**config.mk**
```make
export PLATFORM = sky130hd
export DESIGN_NAME = rect_region_height_table
export DESIGN_NICKNAME = d
export VERILOG_FILES = /design/src/sv/rrht_pkg.sv /design/src/sv/rect_region_height_table.sv /design/src/sv/rrht_ram.sv /design/src/sv/rrht_hit_unit.sv
export SDC_FILE = /design/constraint.sdc
export NUM_CORES = 2
export LEC_CHECK = 0
export BUFFER_PORTS_ARGS = -buffer_cell sky130_fd_sc_hd__buf_4
export CAP_MARGIN = 15
export CORE_ASPECT_RATIO = 0.5
export CORE_MARGIN = 2
export CORE_UTILIZATION = 45
export DETAILED_ROUTE_END_ITERATION = 8
export SKIP_CTS_REPAIR_TIMING = 1
export SLEW_MARGIN = 20
export SYNTH_ARGS = -nofsm -noshare
export SYNTH_HDL_FRONTEND = slang
export SYNTH_SLANG_ARGS = --single-unit
```
**constraint.sdc**
```tcl
create_clock -name clk -period 11 [get_ports clk]
set_input_delay 2.75 -clock clk [delete_from_list [all_inputs] [get_ports clk]]
set_output_delay 2.75 -clock clk [all_outputs]
set_load 0.01 [all_outputs]
```
**src/sv/rrht_pkg.sv**
```systemverilog
// Shared types and codes for the rectangular region height table.
`timescale 1ns / 1ps
`default_nettype none

package rrht_pkg;

  // Sequencer states
  typedef enum logic [2:0] {
    ST_IDLE,
    ST_DECODE,
    ST_SCAN,
    ST_READ,
    ST_DONE
  } state_t;

  // Operation codes
  localparam logic [1:0] OP_SET   = 2'd0;
  localparam logic [1:0] OP_FIND  = 2'd1;
  localparam logic [1:0] OP_READ  = 2'd2;
  localparam logic [1:0] OP_WRITE = 2'd3;

  // Result status codes
  localparam logic [1:0] STAT_OK       = 2'd0;
  localparam logic [1:0] STAT_NO_MATCH = 2'd1;
  localparam logic [1:0] STAT_RANGE    = 2'd2;
  localparam logic [1:0] STAT_INACTIVE = 2'd3;

  // Entry count register
  localparam int CFG_W = 5;
  localparam logic [CFG_W-1:0] CFG_RESET = 5'd16;

  typedef logic [CFG_W-1:0] count_t;

  typedef struct packed {
    logic [1:0]         operation;
    logic [3:0]         entry_index;
    logic signed [31:0] coord_x;
    logic signed [31:0] coord_z;
    logic [30:0]        span_x;
    logic [30:0]        span_z;
    logic signed [31:0] height_value;
  } in_item_t;

  typedef struct packed {
    logic [1:0]         status;
    logic [3:0]         match_index;
    logic signed [31:0] height_out;
  } out_item_t;

  // One stored rectangle
  typedef struct packed {
    logic signed [31:0] low_x;
    logic signed [31:0] low_z;
    logic [30:0]        span_x;
    logic [30:0]        span_z;
  } region_geom_t;

endpackage

`default_nettype wire

```
**src/sv/rect_region_height_table.sv**
```systemverilog
// Top level of the rectangular region height table.
// Items are taken when start is high and busy is low; each item yields one
// result, shown for a single cycle with out_valid high, and the receiver
// cannot stall it. After the accepting edge an item passes through DECODE;
// set, write and out-of-range items then go to DONE, read goes through READ
// to DONE, and find stays in SCAN until the first hit or the end of the
// entries in effect and then goes to DONE, which shows the result. The
// find time is set by the one shared rectangle comparator walking the table
// one entry per cycle behind the registered read port of the region RAM.
// busy drops the cycle after the strobe, so the next item can be taken then.
// Reset clears all active flags at once and sets the entry count to 16.
`timescale 1ns / 1ps
`default_nettype none

module rect_region_height_table #(
  parameter int MAX_ENTRIES = 16
) (
  input  logic                         clk,
  input  logic                         rst_n,
  input  logic                         start,
  output logic                         busy,
  input  rrht_pkg::in_item_t           in_item,
  output logic                         out_valid,
  output rrht_pkg::out_item_t          out_item,
  input  logic                         cfg_we,
  input  logic [rrht_pkg::CFG_W-1:0]   cfg_wdata
);
  import rrht_pkg::*;

  localparam int IDX_W = (MAX_ENTRIES > 1) ? $clog2(MAX_ENTRIES) : 1;

  state_t                 state_r, state_nxt;
  in_item_t               item_r, item_nxt;
  count_t                 entries_in_use_r;
  count_t                 live_cnt;
  count_t                 cnt_r, cnt_nxt;
  count_t                 scan_r, scan_nxt;
  count_t                 cmp_idx_r, cmp_idx_nxt;
  logic                   cmp_vld_r, cmp_vld_nxt;
  logic [MAX_ENTRIES-1:0] active_r, active_nxt;
  logic [1:0]             status_r, status_nxt;
  logic [3:0]             match_r, match_nxt;
  logic signed [31:0]     hout_r, hout_nxt;

  logic [IDX_W-1:0]       rd_addr;
  logic [IDX_W-1:0]       wr_addr;
  logic                   geom_we;
  logic                   height_we;
  region_geom_t           geom_wdata;
  region_geom_t           geom_rdata;
  logic [31:0]            height_rdata;
  logic                   geom_hit;
  logic                   cmp_hit;
  logic                   issuing;
  logic                   in_range;

  // Entry count in effect saturates at the table depth
  assign live_cnt = (32'(entries_in_use_r) > MAX_ENTRIES) ? count_t'(MAX_ENTRIES)
                                                         : entries_in_use_r;

  assign in_range = ({1'b0, item_r.entry_index} < cnt_r);
  assign issuing  = (scan_r < cnt_r);
  assign wr_addr  = IDX_W'(item_r.entry_index);

  assign geom_wdata = '{low_x:  item_r.coord_x,
                        low_z:  item_r.coord_z,
                        span_x: item_r.span_x,
                        span_z: item_r.span_z};

  // Region geometry store
  rrht_ram #(
    .WIDTH ($bits(region_geom_t)),
    .DEPTH (MAX_ENTRIES)
  ) u_geom_ram (
    .clk   (clk),
    .we    (geom_we),
    .waddr (wr_addr),
    .wdata (geom_wdata),
    .raddr (rd_addr),
    .rdata (geom_rdata)
  );

  // Region height store
  rrht_ram #(
    .WIDTH (32),
    .DEPTH (MAX_ENTRIES)
  ) u_height_ram (
    .clk   (clk),
    .we    (height_we),
    .waddr (wr_addr),
    .wdata (item_r.height_value),
    .raddr (rd_addr),
    .rdata (height_rdata)
  );

  // Shared comparator sees the entry read in the previous scan cycle
  rrht_hit_unit u_hit (
    .point_x (item_r.coord_x),
    .point_z (item_r.coord_z),
    .geom    (geom_rdata),
    .hit     (geom_hit)
  );

  assign cmp_hit = cmp_vld_r && active_r[IDX_W'(cmp_idx_r)] && geom_hit;

  // Next state
  always_comb begin
    state_nxt = state_r;
    unique case (state_r)
      ST_IDLE: begin
        if (start) begin
          state_nxt = ST_DECODE;
        end
      end
      ST_DECODE: begin
        priority if (item_r.operation == OP_FIND) begin
          state_nxt = ST_SCAN;
        end else if (!in_range) begin
          state_nxt = ST_DONE;
        end else if (item_r.operation == OP_READ) begin
          state_nxt = ST_READ;
        end else begin
          state_nxt = ST_DONE;
        end
      end
      ST_SCAN: begin
        if (cmp_hit || (!issuing && !cmp_vld_r)) begin
          state_nxt = ST_DONE;
        end
      end
      ST_READ: state_nxt = ST_DONE;
      ST_DONE: state_nxt = ST_IDLE;
      default: state_nxt = ST_IDLE;
    endcase
  end

  // Datapath control and register updates
  always_comb begin
    item_nxt    = item_r;
    cnt_nxt     = cnt_r;
    scan_nxt    = scan_r;
    cmp_vld_nxt = 1'b0;
    cmp_idx_nxt = cmp_idx_r;
    active_nxt  = active_r;
    status_nxt  = status_r;
    match_nxt   = match_r;
    hout_nxt    = hout_r;
    rd_addr     = IDX_W'(item_r.entry_index);
    geom_we     = 1'b0;
    height_we   = 1'b0;
    unique case (state_r)
      ST_IDLE: begin
        // Capture the item and clear the result
        if (start) begin
          item_nxt   = in_item;
          cnt_nxt    = live_cnt;
          scan_nxt   = '0;
          status_nxt = STAT_OK;
          match_nxt  = '0;
          hout_nxt   = '0;
        end
      end
      ST_DECODE: begin
        priority if (item_r.operation == OP_FIND) begin
          scan_nxt = '0;
        end else if (!in_range) begin
          status_nxt = STAT_RANGE;
        end else if (item_r.operation == OP_SET) begin
          geom_we             = 1'b1;
          height_we           = 1'b1;
          active_nxt[wr_addr] = 1'b1;
        end else if (item_r.operation == OP_WRITE) begin
          height_we = 1'b1;
        end else begin
          // Read: height RAM address is already the entry index
          rd_addr = wr_addr;
        end
      end
      ST_SCAN: begin
        // Issue the next entry while the previous one is compared
        rd_addr = IDX_W'(scan_r);
        if (issuing) begin
          scan_nxt    = scan_r + 5'd1;
          cmp_vld_nxt = 1'b1;
          cmp_idx_nxt = scan_r;
        end
        priority if (cmp_hit) begin
          status_nxt  = STAT_OK;
          match_nxt   = cmp_idx_r[3:0];
          cmp_vld_nxt = 1'b0;
        end else if (!issuing && !cmp_vld_r) begin
          status_nxt = STAT_NO_MATCH;
        end else begin
          status_nxt = status_r;
        end
      end
      ST_READ: begin
        if (active_r[wr_addr]) begin
          hout_nxt = signed'(height_rdata);
        end else begin
          status_nxt = STAT_INACTIVE;
        end
      end
      ST_DONE: begin
        status_nxt = status_r;
      end
      default: begin
        status_nxt = status_r;
      end
    endcase
  end

  // Control registers
  always_ff @(posedge clk) begin
    if (!rst_n) begin
      state_r          <= ST_IDLE;
      active_r         <= '0;
      cmp_vld_r        <= 1'b0;
      entries_in_use_r <= CFG_RESET;
    end else begin
      state_r   <= state_nxt;
      active_r  <= active_nxt;
      cmp_vld_r <= cmp_vld_nxt;
      if (cfg_we) begin
        entries_in_use_r <= cfg_wdata;
      end
    end
  end

  // Payload registers
  always_ff @(posedge clk) begin
    item_r    <= item_nxt;
    cnt_r     <= cnt_nxt;
    scan_r    <= scan_nxt;
    cmp_idx_r <= cmp_idx_nxt;
    status_r  <= status_nxt;
    match_r   <= match_nxt;
    hout_r    <= hout_nxt;
  end

  // Drive the ports
  assign busy      = (state_r != ST_IDLE);
  assign out_valid = (state_r == ST_DONE);
  assign out_item  = '{status: status_r, match_index: match_r, height_out: hout_r};

endmodule

`default_nettype wire

```
**src/sv/rrht_ram.sv**
```systemverilog
// Generic single-write, single-read RAM with registered read data.
`timescale 1ns / 1ps
`default_nettype none

module rrht_ram #(
  parameter int WIDTH = 32,
  parameter int DEPTH = 16,
  localparam int AW = (DEPTH > 1) ? $clog2(DEPTH) : 1
) (
  input  logic             clk,
  input  logic             we,
  input  logic [AW-1:0]    waddr,
  input  logic [WIDTH-1:0] wdata,
  input  logic [AW-1:0]    raddr,
  output logic [WIDTH-1:0] rdata
);

  logic [WIDTH-1:0] mem [DEPTH];

  // Write port
  always_ff @(posedge clk) begin
    if (we) begin
      mem[waddr] <= wdata;
    end
  end

  // Registered read port
  always_ff @(posedge clk) begin
    rdata <= mem[raddr];
  end

endmodule

`default_nettype wire

```
**src/sv/rrht_hit_unit.sv**
```systemverilog
// Point-in-rectangle comparator shared by every step of the table scan.
`timescale 1ns / 1ps
`default_nettype none

module rrht_hit_unit (
  input  logic signed [31:0]    point_x,
  input  logic signed [31:0]    point_z,
  input  rrht_pkg::region_geom_t geom,
  output logic                  hit
);
  import rrht_pkg::*;

  logic [32:0] dx;
  logic [32:0] dz;
  logic        hit_x;
  logic        hit_z;

  // Offset of the point from the low corner, one bit wider so it never wraps
  assign dx = {point_x[31], point_x} - {geom.low_x[31], geom.low_x};
  assign dz = {point_z[31], point_z} - {geom.low_z[31], geom.low_z};

  // Inside when 0 <= offset < span; a zero span matches nothing
  assign hit_x = !dx[32] && (dx[31:0] < {1'b0, geom.span_x});
  assign hit_z = !dz[32] && (dz[31:0] < {1'b0, geom.span_z});
  assign hit   = hit_x && hit_z;

endmodule

`default_nettype wire

```
Word level (Yosys, flattened, before mapping)
Memories as Yosys holds them, arrays and structs flattened. A register that Yosys moved wholly into a read port is not among the register bits.
Index checks and enable logic that the tools add are counted.

operators by class
  equal/unequal tests = 17
  $add $sub $neg = 3
  bitwise operators = 4
  magnitude comparators = 8
  reductions and logical operators = 28
  mux-type cells = 44

operator list
  cell                                                                           count
  32-bit by 32-bit subtractor with 33-bit output                                 2
  32-bit by 31-bit less-than comparator with 1-bit output                        2
  32-bit 2-to-1 mux                                                              2
  32-bit case mux with 2 select lines                                            1
  2-bit != test (second input constant)                                          9
  1-bit 2-to-1 mux                                                               17
  16-bit OR                                                                      1
  3-bit 2-to-1 mux                                                               5
  5-bit 2-to-1 mux                                                               3
  5-bit case mux with 3 select lines                                             1
  2-bit 2-to-1 mux                                                               6
  4-bit 2-to-1 mux                                                               3
  3-bit case mux with 4 select lines                                             1
  4-bit by 5-bit less-than comparator with 1-bit output (second input constant)  2
  1-bit binary-select mux with 4-bit select                                      2
  2-bit case mux with 4 select lines                                             1
  4-bit case mux with 2 select lines                                             1
  4-bit AND reduction                                                            2
  1-bit logical AND                                                              7
  3-bit by 2-bit equality test with 1-bit output (second input constant)         2
  2-bit AND reduction                                                            3
  3-bit AND reduction                                                            2
  6-bit AND reduction                                                            1
  3-bit nonzero test                                                             2
  other kinds (19)                                                               26

word-level totals
  memory bits (writable) = 2528
  output and inout port bits = 40
  memories kept = 2
  input port bits = 173
  register bits after elaboration = 241

memories
  memory            depth  bits a word  rd ports  clocked after Yosys merged registers in  write ports  RTL line        source
  u_geom_ram.mem    16     126          1         1                                        1            rrht_ram.sv:18  logic [WIDTH-1:0] mem [DEPTH];
  u_height_ram.mem  16     32           1         1                                        1            rrht_ram.sv:18

Logic depth before layout (Yosys ltp)
  word-level depth = 8
  depth in mapped cells = 22

Cells and area by module
A second synthesis with hierarchy kept.

second synthesis, totals
  cell total of the unflattened synthesis = 5317
  area, all modules = 111538.2 um^2

modules (own cells, without submodules)
  module                    cells each  area each (um^2)  seq. area each (um^2)  instances
  rrht_ram at u_geom_ram    3304        78203.8           63060.5                1
  rrht_ram at u_height_ram  838         19835.3           16015.4                1
  rect_region_height_table  462         8550.7            6986.7                 1
  rrht_hit_unit             713         4948.5            0.0                    1

Worst setup path after synthesis
No wires, ideal clock.

  kind = register to register
  start = register item_r, in the netlist wr_addr[0]
  end = memory u_geom_ram.mem[11][0] in the netlist's numbering (enable)
  arrival = 7117 ps
  path buffers = 1
  period minus slack after synthesis = 7731 ps
  stages on the path, launching flop included = 9
  data required time = 10385 ps
  path slack = 3269 ps
  library setup time = 615 ps
  cell sequence = edfxtp_1 -> clkbuf_1 -> nand2b_1 -> a21o_1 -> a211o_1 -> o211ai_1 -> and4b_1 -> nand3_1 -> nor2_1

on the way
  cells in the longest elaborated chain, start to end = 6

ends and longest elaborated chain
  item                                                   RTL line                         source
  start: declaration                                     rect_region_height_table.sv:33   in_item_t item_r, item_nxt;
  start signal: assignment                               rect_region_height_table.sv:232  item_r <= item_nxt;
  4-bit by 5-bit less-than comparator with 1-bit output  rect_region_height_table.sv:61   assign in_range = ({1'b0, item_r.entry_index} < cnt_r);
  1-bit 2-to-1 mux                                       rect_region_height_table.sv:166  end else if (!in_range) begin
  1-bit 2-to-1 mux                                       rect_region_height_table.sv:164  priority if (item_r.operation == OP_FIND) begin
  1-bit 2-to-1 mux                                       rect_region_height_table.sv:151  unique case (state_r)
  1-bit 2-to-1 mux                                       rrht_ram.sv:22                   if (we) begin
  1-bit 2-to-1 mux (not written as such)                 rrht_ram.sv:23                   mem[waddr] <= wdata;
  end: declaration                                       rrht_ram.sv:18

Parallel ways exist; a longest one is shown, timed or not.

Final worst setup path
  start = register item_r, in the netlist geom_wdata[63]
  end = register match_r[3] (enable)

on the way
  cells in the longest elaborated chain, start to end = 7
  elaborated cells on any way between the ends = 8

ends and longest elaborated chain
  item                                                                                        RTL line                         source
  32-bit by 32-bit subtractor with 33-bit output *                                            rrht_hit_unit.sv:20              assign dz = {point_z[31], point_z} - {geom.low_z[31], geom.low_z};
  32-bit by 31-bit less-than comparator with 1-bit output or 1-bit zero test (tied branches)  rrht_hit_unit.sv:24              assign hit_z = !dz[32] && (dz[31:0] < {1'b0, geom.span_z});
  1-bit logical AND *                                                                         rrht_hit_unit.sv:24
  1-bit logical AND *                                                                         rrht_hit_unit.sv:25              assign hit = hit_x && hit_z;
  1-bit logical AND *                                                                         rect_region_height_table.sv:104  assign cmp_hit = cmp_vld_r && active_r[IDX_W'(cmp_idx_r)] && geom_hit;
  2-bit != test (no source line) *                                                            n/a
  3-bit AND reduction (no source line) *                                                      n/a
  end signal: assignment                                                                      rect_region_height_table.sv:237  match_r <= match_nxt;
  end: declaration                                                                            rect_region_height_table.sv:42   logic [3:0] match_r, match_nxt;

Mark *: on every way between the ends. The rest lies on a longest branch, timed or not.
A chain may end at the register's enable or synchronous reset.

==> impl_summary.txt <==
----------------------------------------------------
[Run status]
  Run status ... completed

[Final layout]
  Area growth, synth to finish ... 12.8%
  Top library cells by usage in the layout, fill and taps aside ... 2,744 x edfxtp_1, 641 x mux4_2, 370 x nand2_1
  Most common cell after layout, fill and taps aside ... edfxtp_1
  Fin nets ... 6,168
  Fraction of layout cells with a size suffix above 1 ... 22.7%
  Area of all placed cells without fillers ... 0.127 mm^2

[GRT]
  Pin count of the biggest net entering global routing ... 142
  Grt total ovfl ... 0
  Initial antenna violation count ... 5
  Met1 layer usage reported by global route ... 29.7%
  GRT met3 Usage ... 3.12%
  Overall fraction of global-route tracks in use ... 21.1%
  Global-route track usage on met2 ... 34.8%
  Wire length of the first global-routing pass ... 390 mm
  Top Usage Layer GRT ... met2
  Via count of the first global-routing pass ... 57,200

[Timing]
  Final setup violation count ... 0
  Final Max Tran Viols ... 0
  Actual transition at the worst max-transition pin ... 1080 ps
  Clock Skews ... 63.1 ps
  Period Utilization, post-route ... 58.6%
  Setup Total Neg Slack ... 0 ps
  Post-route worst setup slack ... 4550 ps
  Crit path time final ... 6450 ps
  WHS ... 487 ps
  Highest clock frequency the design can meet ... 155 MHz
  Setup repair after global routing missed its margin ... no
  Normalized max-slew margin ... 27.6%
  Final count of hold timing violations ... 0

[Floorplan]
  Total core area ... 0.248 mm^2
  Height of the chip ... 357 um
  Die ar. ... 0.254 mm^2
  Initial Utilization ... 45.3%
  IO Pins ... 213
  Number of rows created at floorplan ... 129
  Die width ... 711 um

[Critical path]
  R2r setup slk ... 4550 ps
  WP data arrival ... 6930 ps
  Family with the most delay on the worst path ... compound AO/OA/AOI/OAI gates
  Element type at the critical path start ... flop
  Critical setup path kind ... reg2reg
  Cell mode on critical path ... o21ai_0
  Path length in cells of the critical path ... 19
  CP required ... 11,490 ps
  Largest fanout on the critical path ... 18
  Worst Path Buf+Inv ... 0
  Endpoint kind of the worst setup timing path ... flop
  Ordered list of cells on the worst path ... ha_1 > nor2b_1 > o31a_1 > o41ai_1 > a211oi_1 > or2_2 > a21o_1 > a21oi_1 > xnor2_1 > ha_1 > a2111oi_0 > o21ai_0 > o21ai_0 > nand4_1 > a2111oi_0 > nand3_1 > a211oi_2 > o21ai_2 > o21ai_0
  Largest stage delay on the critical path ... 680 ps
  Slowest stage cell, crit path ... edfxtp_1
  Reg2reg path depth ... 19
  Critical register-to-register path endpoint ... match_r[3]
  Source of the worst register-to-register timing path ... geom_wdata[63]

[Synth]
  Proportion of netlist area held by the largest area contributor ... 73.3%
  Post-synthesis net count ... 5,853
  Share of the synthesized area in compound gates (AO/OA/AOI/OAI) ... 3.52%
  Simple-gate share of the synthesized area ... 3.20%
  Main synth FF type ... edfxtp_1
  Async set-reset flop share out of synthesis ... 0%
  Area share of fa/ha/maj cells after synthesis ... 1.54%
  Avg Inst Size Synth ... 20.3 um^2
  Synthesis-stage register bit count ... 2,927
  Sequential-to-total area share from yosys stat ... 76.6%
  Number of flops mapped to enable cells by yosys ... 2,744
  Biggest area contributors in the synthesized netlist ... edfxtp_1 73%, mux4_2 13%, dfxtp_1 3.3%
  Portion of netlist area occupied by mux cells ... 13.0%
  Synthesis Warnings ... 0
  Xor/xnor cell area share of the yosys netlist ... 0.437%
  Cell type contributing the most total cell area after synthesis ... edfxtp_1
  Syn Inst Count ... 5,543
  Largest family of logic cells by synthesized area ... multiplexers
  Number of library cell types mapped by synthesis ... 69
  Cell area after synthesis ... 0.112 mm^2

[Placement]
  Total half-perimeter wirelength after legalization and detailed placement ... 137 mm
  Post-placement worst setup slack ... 4620 ps
  Port-buffer cells ... 212
  Instance area after placement ... 0.118 mm^2
  Weighted congestion at the end of routability-driven global placement ... 0.836

[Routing]
  Via total after detailed routing ... 54,800
  Number of iterations in the first detailed-routing pass ... 5
  Number of design-rule violations left by the first detailed-router iteration ... 5,207
  Wirelength, routed ... 269 mm
  Mean routed wirelength per cell ... 28.6 um
  Drc violations ... 0
  Ratio of routed vias to standard cells ... 5.82
  Routed Antenna Nets ... 0

[Hold path]
  Worst hold path cell count ... 1
  Hold_sp ... active_r[14]
  Hold/Removal Path Class ... reg2reg
  Worst hold path endpoint ... active_r[14]

[Job]
  Max_cap viols ... 0

[CTS]
  Worst-case clock buffer depth ... 4
  Number of buffers created by CTS ... 267
  CTS clock-pin slew for the worst setup and hold paths ... 70 ps
  Clock latency at the later pin of the worst-skew pair ... 850 ps
  CTS tree ... done
  Total number of clock tree sinks ... 2,927
  Number of H-tree branching levels ... 5
  Root Buffer Master ... clkbuf_16

[Power and ir drop]
  Maximum resistive drop on vdd ... 0.128 mV
  Leakage ... 0.0412 uW
  Power per cell area ... 201 mW/mm^2

----------------------------------------------------
[kinds of logic after synthesis]
logic type | after synthesis
XOR/XNOR | 56
AO/OA/AOI/OAI | 586
flip-flops | 2927
AND/OR/NAND/NOR | 762
buffers and inverters | 423
adder cells (fa/ha/maj) | 137
multiplexers | 652
[worst max-delay path by stage]
| stage | startpoint | endpoint | slack (ps) |
|---|---|---|---|
| 3_5_place_dp | geom_wdata[63] | match_r[2] | 4620 |
| 5_1_grt | geom_wdata[63] | match_r[3] | 4210 |
| 4_1_cts | geom_wdata[63] | match_r[2] | 4630 |
| 2_1_floorplan | wr_addr[0] | u_geom_ram.mem[11][0] | 3270 |
| 3_3_place_gp | geom_wdata[63] | match_r[0] | 4820 |
| 6_report | geom_wdata[63] | match_r[3] | 4550 |
[flip-flops by register name, summed over array words and instances (netlist names), 16 cells and up]
signal and count:
u_height_ram.mem 512, active_r 16, u_geom_ram.mem 2016, item_r 34
u_geom_ram.rdata 126, u_height_ram.rdata 32, hout_r 32, geom_wdata 126
[routing by layer]
layer	up-vias	wire [um]
met5	-	13
met2	1756	131000
li1	23200	-
met3	393	15800
met1	29400	116000
met4	2	6470
[synthesized netlist by cell type (18+ instances only)]
cell / count
buf_2: 91
o21ai_0: 42
nor2b_1: 18
dfxtp_1: 183
o21a_1: 35
ha_1: 135
a211oi_1: 164
mux4_2: 641
inv_1: 157
buf_4: 47
nand2_1: 371
and3_1: 36
a21oi_1: 77
clkbuf_1: 115
nand3_1: 24
a21o_1: 27
xnor2_1: 40
a31oi_1: 168
nor2_1: 91
edfxtp_1: 2744
and2_1: 166
[area by class of cell]
class                   count  area, um^2
diodes                      4        10.0
clock inverters            95        1060
inverters                 158         601
repair buffers            311        2580
clock buffers             381        7550
multi-input cells        2193       24600
flip-flops and latches   2927       86100
fillers                 19500      121000
well taps                3340        4180
[stage by stage]
step / utilization [%] / total power, uW / cells
global placement: 47.6 / 16300 / 8929
finish: 51.1 / 25400 / 9409
detailed placement: 47.6 / 16400 / 8929
floorplan: - / 15300 / 5543
CTS: 51.1 / 25700 / 9405
global route: 51.1 / 26400 / 9407
[power by group]
part / total, uW / switching [uW] / leakage [uW] / internal [uW]
clock: 9330 / 4030 / 0.00420 / 5300
combinational: 3120 / 1800 / 0.0106 / 1320
sequential: 13000 / 348 / 0.0263 / 12600
Power figures use the tool's default switching activity.
